[src/design/owtm_pkg.sv]
// owtm_pkg: shared types, phase codes, register indexes and the reading conversion
// for the single-wire thermometer master. No dependencies.
package owtm_pkg;

   // sequence phases (reset blocks use four consecutive codes each)
   localparam logic [4:0] PH_IDLE   = 5'd0;
   localparam logic [4:0] PH_R1_LOW = 5'd1;
   localparam logic [4:0] PH_R1_REL = 5'd2;
   localparam logic [4:0] PH_R1_PH  = 5'd3;
   localparam logic [4:0] PH_R1_PL  = 5'd4;
   localparam logic [4:0] PH_W_CC1  = 5'd5;
   localparam logic [4:0] PH_W_44   = 5'd6;
   localparam logic [4:0] PH_CONV   = 5'd7;
   localparam logic [4:0] PH_R2_LOW = 5'd8;
   localparam logic [4:0] PH_R2_REL = 5'd9;
   localparam logic [4:0] PH_R2_PH  = 5'd10;
   localparam logic [4:0] PH_R2_PL  = 5'd11;
   localparam logic [4:0] PH_W_CC2  = 5'd12;
   localparam logic [4:0] PH_W_BE   = 5'd13;
   localparam logic [4:0] PH_RD_LO  = 5'd14;
   localparam logic [4:0] PH_RD_HI  = 5'd15;

   // bus commands
   localparam logic [7:0] CMD_SKIP_ROM = 8'hCC;
   localparam logic [7:0] CMD_CONVERT  = 8'h44;
   localparam logic [7:0] CMD_READ_SP  = 8'hBE;

   // configuration register indexes
   localparam logic [2:0] REG_RESET_LOW   = 3'd0;
   localparam logic [2:0] REG_PRES_WAIT   = 3'd1;
   localparam logic [2:0] REG_PRES_TMO    = 3'd2;
   localparam logic [2:0] REG_LONG_SLOT   = 3'd3;
   localparam logic [2:0] REG_SHORT_SLOT  = 3'd4;
   localparam logic [2:0] REG_CONV_WAIT   = 3'd5;

   typedef struct packed {
      logic [11:0] reset_low;
      logic [7:0]  pres_wait;
      logic [7:0]  pres_tmo;
      logic [7:0]  long_slot;
      logic [7:0]  short_slot;
      logic [19:0] conv_wait;
   } cfg_type;

   typedef struct packed {
      logic [17:0] centi_degrees;
      logic        negative;
      logic        no_presence;
      logic        done_res;
      logic        busy_res;
      logic        drive_low;
   } result_type;

   // magnitude of a 16-bit two's complement reading times 6.25, truncated
   function automatic logic [17:0] raw_to_centi(input logic [15:0] raw);
      logic [15:0] mag;
      logic [19:0] prod;
      mag  = raw[15] ? (16'd0 - raw) : raw;
      prod = {mag, 4'b0000} + {1'b0, mag, 3'b000} + {4'b0000, mag};
      return prod[19:2];
   endfunction

endpackage

[src/design/owtm_seq.sv]
// owtm_seq: bus sequencer state and the per-tick next-state and result logic.
// Depends on owtm_pkg.
module owtm_seq
   import owtm_pkg::*;
(
   input  logic       clock,
   input  logic       reset,
   input  logic       step_en,
   input  logic       start_req,
   input  logic       line_level,
   input  cfg_type    cfg,
   output result_type result
);

   logic [4:0]  phase_ff, phase_in;
   logic [19:0] tick_ff, tick_in;
   logic [7:0]  shift_ff, shift_in;
   logic [2:0]  bit_ff, bit_in;
   logic [7:0]  low_ff, low_in;
   logic [7:0]  high_ff, high_in;
   logic        miss_ff, miss_in;
   logic [17:0] result_ff, result_in;

   logic [20:0] tick_inc;
   logic        in_r2;
   logic [4:0]  after_reset_ph;
   logic [7:0]  low_len;
   logic [8:0]  slot_total;
   logic [2:0]  bit_next;
   logic [7:0]  shift_rd;
   logic        drive;
   logic        done;

   assign tick_inc       = {1'b0, tick_ff} + 21'd1;
   assign in_r2          = (phase_ff >= PH_R2_LOW);
   assign after_reset_ph = in_r2 ? PH_W_CC2 : PH_W_CC1;
   assign low_len        = shift_ff[0] ? cfg.short_slot : cfg.long_slot;
   assign slot_total     = {1'b0, cfg.long_slot} + {1'b0, cfg.short_slot};
   assign bit_next       = bit_ff + 3'd1;
   assign shift_rd       = shift_ff | (8'(line_level) << bit_ff);

   always_comb begin
      phase_in  = phase_ff;
      tick_in   = tick_ff;
      shift_in  = shift_ff;
      bit_in    = bit_ff;
      low_in    = low_ff;
      high_in   = high_ff;
      miss_in   = miss_ff;
      result_in = result_ff;
      drive     = 1'b0;
      done      = 1'b0;
      unique case (phase_ff)
         PH_IDLE: begin
            if (start_req) begin
               phase_in = PH_R1_LOW;
               tick_in  = 20'd0;
               miss_in  = 1'b0;
            end
         end
         PH_R1_LOW, PH_R2_LOW: begin
            drive   = 1'b1;
            tick_in = tick_inc[19:0];
            if (tick_inc >= {9'd0, cfg.reset_low}) begin
               phase_in = in_r2 ? PH_R2_REL : PH_R1_REL;
               tick_in  = 20'd0;
            end
         end
         PH_R1_REL, PH_R2_REL: begin
            tick_in = tick_inc[19:0];
            if (tick_inc >= {13'd0, cfg.pres_wait}) begin
               phase_in = in_r2 ? PH_R2_PH : PH_R1_PH;
               tick_in  = 20'd0;
            end
         end
         PH_R1_PH, PH_R2_PH: begin
            if (!line_level) begin
               phase_in = in_r2 ? PH_R2_PL : PH_R1_PL;
               tick_in  = 20'd0;
            end else begin
               tick_in = tick_inc[19:0];
               if (tick_inc >= {13'd0, cfg.pres_tmo}) begin
                  miss_in  = 1'b1;
                  phase_in = after_reset_ph;
                  shift_in = CMD_SKIP_ROM;
                  bit_in   = 3'd0;
                  tick_in  = 20'd0;
               end
            end
         end
         PH_R1_PL, PH_R2_PL: begin
            if (line_level) begin
               phase_in = after_reset_ph;
               shift_in = CMD_SKIP_ROM;
               bit_in   = 3'd0;
               tick_in  = 20'd0;
            end else begin
               tick_in = tick_inc[19:0];
               if (tick_inc >= {13'd0, cfg.pres_tmo}) begin
                  miss_in  = 1'b1;
                  phase_in = after_reset_ph;
                  shift_in = CMD_SKIP_ROM;
                  bit_in   = 3'd0;
                  tick_in  = 20'd0;
               end
            end
         end
         PH_W_CC1, PH_W_44, PH_W_CC2, PH_W_BE: begin
            drive   = (tick_ff < {12'd0, low_len});
            tick_in = tick_inc[19:0];
            if (tick_inc >= {12'd0, slot_total}) begin
               tick_in  = 20'd0;
               shift_in = {1'b0, shift_ff[7:1]};
               bit_in   = bit_next;
               if (bit_next == 3'd0) begin
                  priority if (phase_ff == PH_W_CC1) begin
                     phase_in = PH_W_44;
                     shift_in = CMD_CONVERT;
                  end else if (phase_ff == PH_W_44) begin
                     phase_in = PH_CONV;
                  end else if (phase_ff == PH_W_CC2) begin
                     phase_in = PH_W_BE;
                     shift_in = CMD_READ_SP;
                  end else begin
                     phase_in = PH_RD_LO;
                     shift_in = 8'd0;
                  end
               end
            end
         end
         PH_CONV: begin
            tick_in = tick_inc[19:0];
            if (tick_inc >= {1'b0, cfg.conv_wait}) begin
               phase_in = PH_R2_LOW;
               tick_in  = 20'd0;
            end
         end
         PH_RD_LO, PH_RD_HI: begin
            drive = (tick_ff < {12'd0, cfg.short_slot});
            if (tick_ff >= {11'd0, cfg.short_slot, 1'b0}) begin
               shift_in = shift_rd;
               bit_in   = bit_next;
               tick_in  = 20'd0;
               if (bit_next == 3'd0) begin
                  if (phase_ff == PH_RD_LO) begin
                     low_in   = shift_rd;
                     phase_in = PH_RD_HI;
                     shift_in = 8'd0;
                  end else begin
                     high_in   = shift_rd;
                     result_in = raw_to_centi({shift_rd, low_ff});
                     done      = 1'b1;
                     phase_in  = PH_IDLE;
                  end
               end
            end else begin
               tick_in = tick_inc[19:0];
            end
         end
         default: begin
            phase_in = PH_IDLE;
            tick_in  = 20'd0;
         end
      endcase
   end

   always_ff @(posedge clock) begin
      if (reset) begin
         phase_ff  <= PH_IDLE;
         tick_ff   <= 20'd0;
         shift_ff  <= 8'd0;
         bit_ff    <= 3'd0;
         low_ff    <= 8'd0;
         high_ff   <= 8'd0;
         miss_ff   <= 1'b0;
         result_ff <= 18'd0;
      end else if (step_en) begin
         phase_ff  <= phase_in;
         tick_ff   <= tick_in;
         shift_ff  <= shift_in;
         bit_ff    <= bit_in;
         low_ff    <= low_in;
         high_ff   <= high_in;
         miss_ff   <= miss_in;
         result_ff <= result_in;
      end
   end

   assign result.drive_low     = drive;
   assign result.busy_res      = (phase_ff != PH_IDLE);
   assign result.done_res      = done;
   assign result.no_presence   = miss_in;
   assign result.negative      = high_in[7];
   assign result.centi_degrees = result_in;

endmodule

[src/design/onewire_thermometer_master.sv]
// onewire_thermometer_master: top level with the stream ports, register file,
// input and result registers. Depends on owtm_pkg and owtm_seq.
//
// Single-wire bus master for a temperature sensor. Each req word is one
// microsecond tick carrying a start request and the sampled bus level; each
// req word gives exactly one rsp word with the bus drive for that tick, busy,
// done, the presence-missing flag and the last reading as sign plus magnitude
// in hundredths of a degree. A start seen while idle runs reset/presence,
// skip-rom, convert, conversion wait, reset/presence, skip-rom, read-scratchpad
// and a two-byte read, LSB first. One word is taken per clock cycle as long as
// rsp_tready stays high: a word is held in the input register, and the sequencer
// steps once as it moves into the result register that drives rsp. Timing
// registers must be written through the csr port only while no word is in
// flight; the block itself does not enforce this.
module onewire_thermometer_master
   import owtm_pkg::*;
(
   input  logic        clock,
   input  logic        reset,
   // input words
   input  logic        req_tvalid,
   output logic        req_tready,
   input  logic [7:0]  req_tdata,   // [0] start_req, [1] line_level, [7:2] zero
   // result words
   output logic        rsp_tvalid,
   input  logic        rsp_tready,
   output logic [23:0] rsp_tdata,   // [0] drive_low, [1] busy_res, [2] done_res,
                                    // [3] no_presence, [4] negative,
                                    // [22:5] centi_degrees, [23] zero
   // register writes
   input  logic        csr_we,
   input  logic [2:0]  csr_addr,
   input  logic [19:0] csr_wdata
);

   cfg_type    cfg_ff;
   logic       in_valid_ff;
   logic       in_start_ff;
   logic       in_line_ff;
   logic       out_valid_ff;
   result_type out_data_ff;
   result_type step_result;
   logic       advance;

   // timing registers, masked to their widths, unknown indexes dropped
   always_ff @(posedge clock) begin
      if (reset) begin
         cfg_ff.reset_low  <= 12'd600;
         cfg_ff.pres_wait  <= 8'd55;
         cfg_ff.pres_tmo   <= 8'd240;
         cfg_ff.long_slot  <= 8'd90;
         cfg_ff.short_slot <= 8'd10;
         cfg_ff.conv_wait  <= 20'd1000;
      end else if (csr_we) begin
         unique case (csr_addr)
            REG_RESET_LOW:  cfg_ff.reset_low  <= csr_wdata[11:0];
            REG_PRES_WAIT:  cfg_ff.pres_wait  <= csr_wdata[7:0];
            REG_PRES_TMO:   cfg_ff.pres_tmo   <= csr_wdata[7:0];
            REG_LONG_SLOT:  cfg_ff.long_slot  <= csr_wdata[7:0];
            REG_SHORT_SLOT: cfg_ff.short_slot <= csr_wdata[7:0];
            REG_CONV_WAIT:  cfg_ff.conv_wait  <= csr_wdata;
            default: ;
         endcase
      end
   end

   // a word moves on when the result register is empty or being drained
   assign advance    = in_valid_ff && (!out_valid_ff || rsp_tready);
   assign req_tready = !in_valid_ff || advance;

   // input register
   always_ff @(posedge clock) begin
      if (reset) begin
         in_valid_ff <= 1'b0;
      end else if (req_tready) begin
         in_valid_ff <= req_tvalid;
      end
   end

   always_ff @(posedge clock) begin
      if (req_tready && req_tvalid) begin
         in_start_ff <= req_tdata[0];
         in_line_ff  <= req_tdata[1];
      end
   end

   // sequencer steps exactly once per word
   owtm_seq u_seq (
      .clock      (clock),
      .reset      (reset),
      .step_en    (advance),
      .start_req  (in_start_ff),
      .line_level (in_line_ff),
      .cfg        (cfg_ff),
      .result     (step_result)
   );

   // result register
   always_ff @(posedge clock) begin
      if (reset) begin
         out_valid_ff <= 1'b0;
      end else if (advance) begin
         out_valid_ff <= 1'b1;
      end else if (rsp_tready) begin
         out_valid_ff <= 1'b0;
      end
   end

   always_ff @(posedge clock) begin
      if (advance) begin
         out_data_ff <= step_result;
      end
   end

   assign rsp_tvalid = out_valid_ff;
   assign rsp_tdata  = {1'b0, out_data_ff};

endmodule
[config.mk]
export PLATFORM = sky130hd
export DESIGN_NAME = onewire_thermometer_master
export DESIGN_NICKNAME = d
export VERILOG_FILES = /design/src/design/owtm_pkg.sv /design/src/design/owtm_seq.sv /design/src/design/onewire_thermometer_master.sv
export SDC_FILE = /design/constraint.sdc
export NUM_CORES = 1
export LEC_CHECK = 0
export BUFFER_PORTS_ARGS = -buffer_cell sky130_fd_sc_hd__clkbuf_2
export CAP_MARGIN = 20
export CORE_MARGIN = 8
export CORE_UTILIZATION = 55
export CTS_CLUSTER_SIZE = 14
export DETAILED_ROUTE_END_ITERATION = 7
export PLACE_DENSITY_LB_ADDON = 0.2
export REMOVE_ABC_BUFFERS = 1
export SLEW_MARGIN = 20
export SYNTH_ARGS = -nofsm -noshare
export SYNTH_HDL_FRONTEND = slang
export SYNTH_SLANG_ARGS = --single-unit
[constraint.sdc]
create_clock -name clock -period 5.5 [get_ports clock]
set_clock_uncertainty 0.1 [all_clocks]
set_input_delay 1.375 -clock clock [delete_from_list [all_inputs] [get_ports clock]]
set_output_delay 1.375 -clock clock [all_outputs]
set_load 0.03 [all_outputs]
==> impl_metrics.json <==
{
  "status": "finished clean",
  "hold_buffers": 0,
  "io_pins": 62,
  "die_h_um": 153.2,
  "layout.nets": 1453,
  "slew_headroom": 0.3023,
  "path_cells": "nor3_1 -> nand2b_1 -> nor3_1 -> nand3_1 -> nand2_1 -> xor2_1 -> fa_1 -> ha_1 -> or2_2 -> o31a_1 -> a311oi_1 -> o21bai_1 -> a21oi_1 -> o21a_1 -> o21ai_0 -> xnor2_1 -> o21ai_0",
  "post-cts-setup-buffers": 0,
  "cts_tree": "built",
  "grt_util_all_layers": 0.2158,
  "start_util": 0.5576,
  "drv_cap": 0,
  "synth_edf_count": 25,
  "antenna_found_initial": 0,
  "synthCells": 1255,
  "post_drt_wl_per_cell_um": 16.22,
  "finalCritPeriodShare": 0.8857,
  "postRouteAntennaNets": 0,
  "ys_ff_latch": 155,
  "hold_start": "cfg_ff[4]$_SDFFE_PP0P_",
  "cp_max_fo": 5,
  "power.density_nw_per_um2": 219.3,
  "cts_resized": 0,
  "clockBufferDepth": 2,
  "p_leak_uw": 0.005062,
  "ctsHtreeMaxLevel": 4,
  "hold_violations": 0,
  "crit_arrival_ns": 4.93,
  "drive_gt1_frac": 0.09954,
  "io_buffers": 54,
  "clkSinkCount": 155,
  "rsz0062_at_grt": "false",
  "min_to": "cfg_ff[4]$_SDFFE_PP0P_",
  "dp_hpwl_mm": 18.39,
  "worstPathRequired_ns": 5.56,
  "clock_latency_ns": 0.43,
  "worstMarginPinSlew_ns": 1.047,
  "grt.overflow.total": 0,
  "drtPass1Iterations": 5,
  "cts_made_buffers": 17,
  "reg2reg_from": "u_seq.low_ff[2]$_SDFFE_PP0P_",
  "fp-row-count": 50,
  "drc": 0,
  "critPathMaxStageDelay_ns": 0.50,
  "grt_max_degree": 49,
  "syn_area_per_cell_um2": 8.255,
  "synth_flop_cell": "dfxtp_1",
  "area_delta_synth_final_pct": 10.06,
  "worstHoldPathCells": 2,
  "end_kind": "flop",
  "fillCellCount": 1679,
  "syn_area_um2": 10360,
  "place_congestion": 0.8923,
  "grt_pass1_wl_mm": 41.74,
  "period_minus_slack_ns": 4.872,
  "antenna_cells": 0,
  "die-width_um": 153.2,
  "ys_async_sr_fraction": 0,
  "rrSetupSlack_ns": 0.63,
  "fin_tns_setup_ns": 0,
  "drt-total-wl_mm": 24.98,
  "final-setup-viol-count": 0,
  "maxSlewViolCount": 0,
  "yosysWarnings": 0,
  "ys_seq_area_frac": 0.3237,
  "ir_worst_vdd_mv": 0.1621,
  "grt_pass1_vias": 8615,
  "netlist-cell-type-count": 70,
  "place_ws_ns": 0.6275,
  "max_freq_mhz": 205.3,
  "path_buf_inv": 0,
  "die-area_um2": 23480,
  "via_per_inst": 5.789,
  "coreArea_um2": 18580,
  "critPathTopFamily": "compound AO/OA/AOI/OAI gates",
  "cp-start-kind": "flop",
  "min_path_type": "reg2reg",
  "setup_slack_ns": 0.6284,
  "worst_path_max_delay_cell": "fa_1",
  "final_common_cell": "nand2_1",
  "vias": 8915,
  "r2r_cells": 17,
  "drt_iter0_drc": 537,
  "path_clk_slew_ns": 0.07,
  "timing_worst_setup_path_type": "reg2reg",
  "cts_root_buf": "clkbuf_16",
  "reg2reg_to": "rsp_tdata[22]$_DFFE_PP_",
  "most-common-layout-cells": "173 x nand2_1, 130 x dfxtp_1, 114 x ha_1"
}
==> final cells by class <==
type                            instances  area, um2  area share
Clock buffer                           21      460.4     0.04038
Multi-Input combinational cell        948       6424      0.5634
Inverter                               96      360.3     0.03160
Timing Repair Buffer                   75      427.9     0.03753
Sequential cell                       155       3353      0.2941
Clock inverter                         11      83.83    0.007352
Tap cell                              234      292.8     0.02568
==> worst reg2reg max path: cells and delay by family, from the launching register on <==
family	cells	cell delay, ns
flops	1	0.35
simple gates	6	1.30
compound gates	7	1.37
xor+xnor	2	0.64
fa+ha+maj	2	0.85
==> synthesized netlist by cell type, types with 4 or more instances <==
cell type | count | area (um2)
o21bai_1 | 4 | 30.03
nand2b_1 | 19 | 118.9
dfxtp_1 | 130 | 2603
nand4_1 | 12 | 75.07
o22ai_1 | 5 | 31.28
o21a_1 | 8 | 60.06
a21oi_1 | 98 | 490.5
nor2_1 | 85 | 319.1
mux2i_1 | 15 | 150.1
nand2_1 | 173 | 649.4
o31ai_1 | 6 | 45.04
fa_1 | 10 | 200.2
edfxtp_1 | 25 | 750.7
buf_2 | 4 | 20.02
a41oi_1 | 4 | 35.03
nor3_1 | 34 | 170.2
a211oi_1 | 17 | 127.6
xnor2_1 | 33 | 289.0
inv_1 | 95 | 356.6
o211ai_1 | 24 | 180.2
nor2b_1 | 13 | 81.33
o21ai_0 | 58 | 290.3
a21o_1 | 23 | 172.7
xor2_1 | 24 | 210.2
a31oi_1 | 15 | 93.84
ha_1 | 114 | 1426
or3_1 | 6 | 37.54
mux2_2 | 11 | 123.9
a22o_1 | 18 | 157.7
nor4_1 | 9 | 56.30
and3_1 | 10 | 62.56
nand3_1 | 37 | 185.2
and2_1 | 8 | 50.05
clkbuf_1 | 45 | 168.9
==> routing by layer <==
| layer | track usage | up-vias | share of wire |
|---|---|---|---|
| li1 | - | 4529 | - |
| met1 | 0.2486 | 4150 | 0.43 |
| met2 | 0.3906 | 184 | 0.50 |
| met3 | 0.03721 | 52 | 0.038 |
| met4 | 0.08341 | 0 | 0.026 |
| met5 | 0 | - | 0 |
==> how the worst max path moves through the flow <==
stage                                             from                                to  slack (ns)  depth (start not counted)
final                     u_seq.low_ff[2]$_SDFFE_PP0P_           rsp_tdata[22]$_DFFE_PP_        0.63                         17
after global routing      u_seq.low_ff[2]$_SDFFE_PP0P_           rsp_tdata[22]$_DFFE_PP_        0.14                         17
after CTS                 u_seq.low_ff[2]$_SDFFE_PP0P_           rsp_tdata[22]$_DFFE_PP_        0.61                         17
after detailed placement  u_seq.low_ff[2]$_SDFFE_PP0P_           rsp_tdata[22]$_DFFE_PP_        0.63                         17
after global placement    u_seq.low_ff[2]$_SDFFE_PP0P_           rsp_tdata[22]$_DFFE_PP_        0.69                         17
after floorplan                   in_line_ff$_DFFE_PP_  u_seq.result_ff[17]$_SDFFE_PP0P_        0.98                         17
==> flip-flops by register name (all words and copies together), names as in the netlist <==
signal           flops
u_seq.low_ff         8
in_start_ff          1
cfg_ff              64
u_seq.bit_ff         3
in_valid_ff          1
u_seq.shift_ff       8
u_seq.phase_ff       5
rsp_tdata           23
u_seq.result_ff     18
u_seq.tick_ff       20
in_line_ff           1
u_seq.high_ff        1
u_seq.miss_ff        1
rsp_tvalid           1
==> power breakdown <==
part           switching, uW  internal [uW]  leakage (uW)
Clock                    496            607      0.000265
Sequential              16.8           1180       0.00128
Combinational            134           66.5       0.00351
Total                    647           1850       0.00506
==> cells by family (layout without fill, tap and decap cells) <==
family | Yosys count | after routing | synth area share
XOR/XNOR | 57 | 57 | 0.04819
adder cells (fa/ha/maj) | 124 | 124 | 0.1570
flip-flops | 155 | 155 | 0.3237
other | 1 | 1 | 0.0003620
AND/OR/NAND/NOR | 426 | 426 | 0.1923
AO/OA/AOI/OAI | 314 | 314 | 0.1943
buffers and inverters | 152 | 203 | 0.05773
multiplexers | 26 | 26 | 0.02645
==> through the flow <==
step | cell area, um2 | power (uW) | hold WS, ns | instances | utilization
finish | 11400 | 2500 | 0.3535 | 1540 | 0.6137
global route | 11400 | 2592 | 0.3763 | 1540 | 0.6137
CTS | 11400 | 2520 | 0.3566 | 1540 | 0.6137
detailed placement | 10860 | 1422 | 0.3472 | 1508 | 0.5844
global placement | 10850 | 1417 | 0.3390 | 1508 | 0.5839
floorplan | 10120 | 1343 | 0.3268 | 1199 | -
No activity file was read; power rests on OpenSTA's default activity.
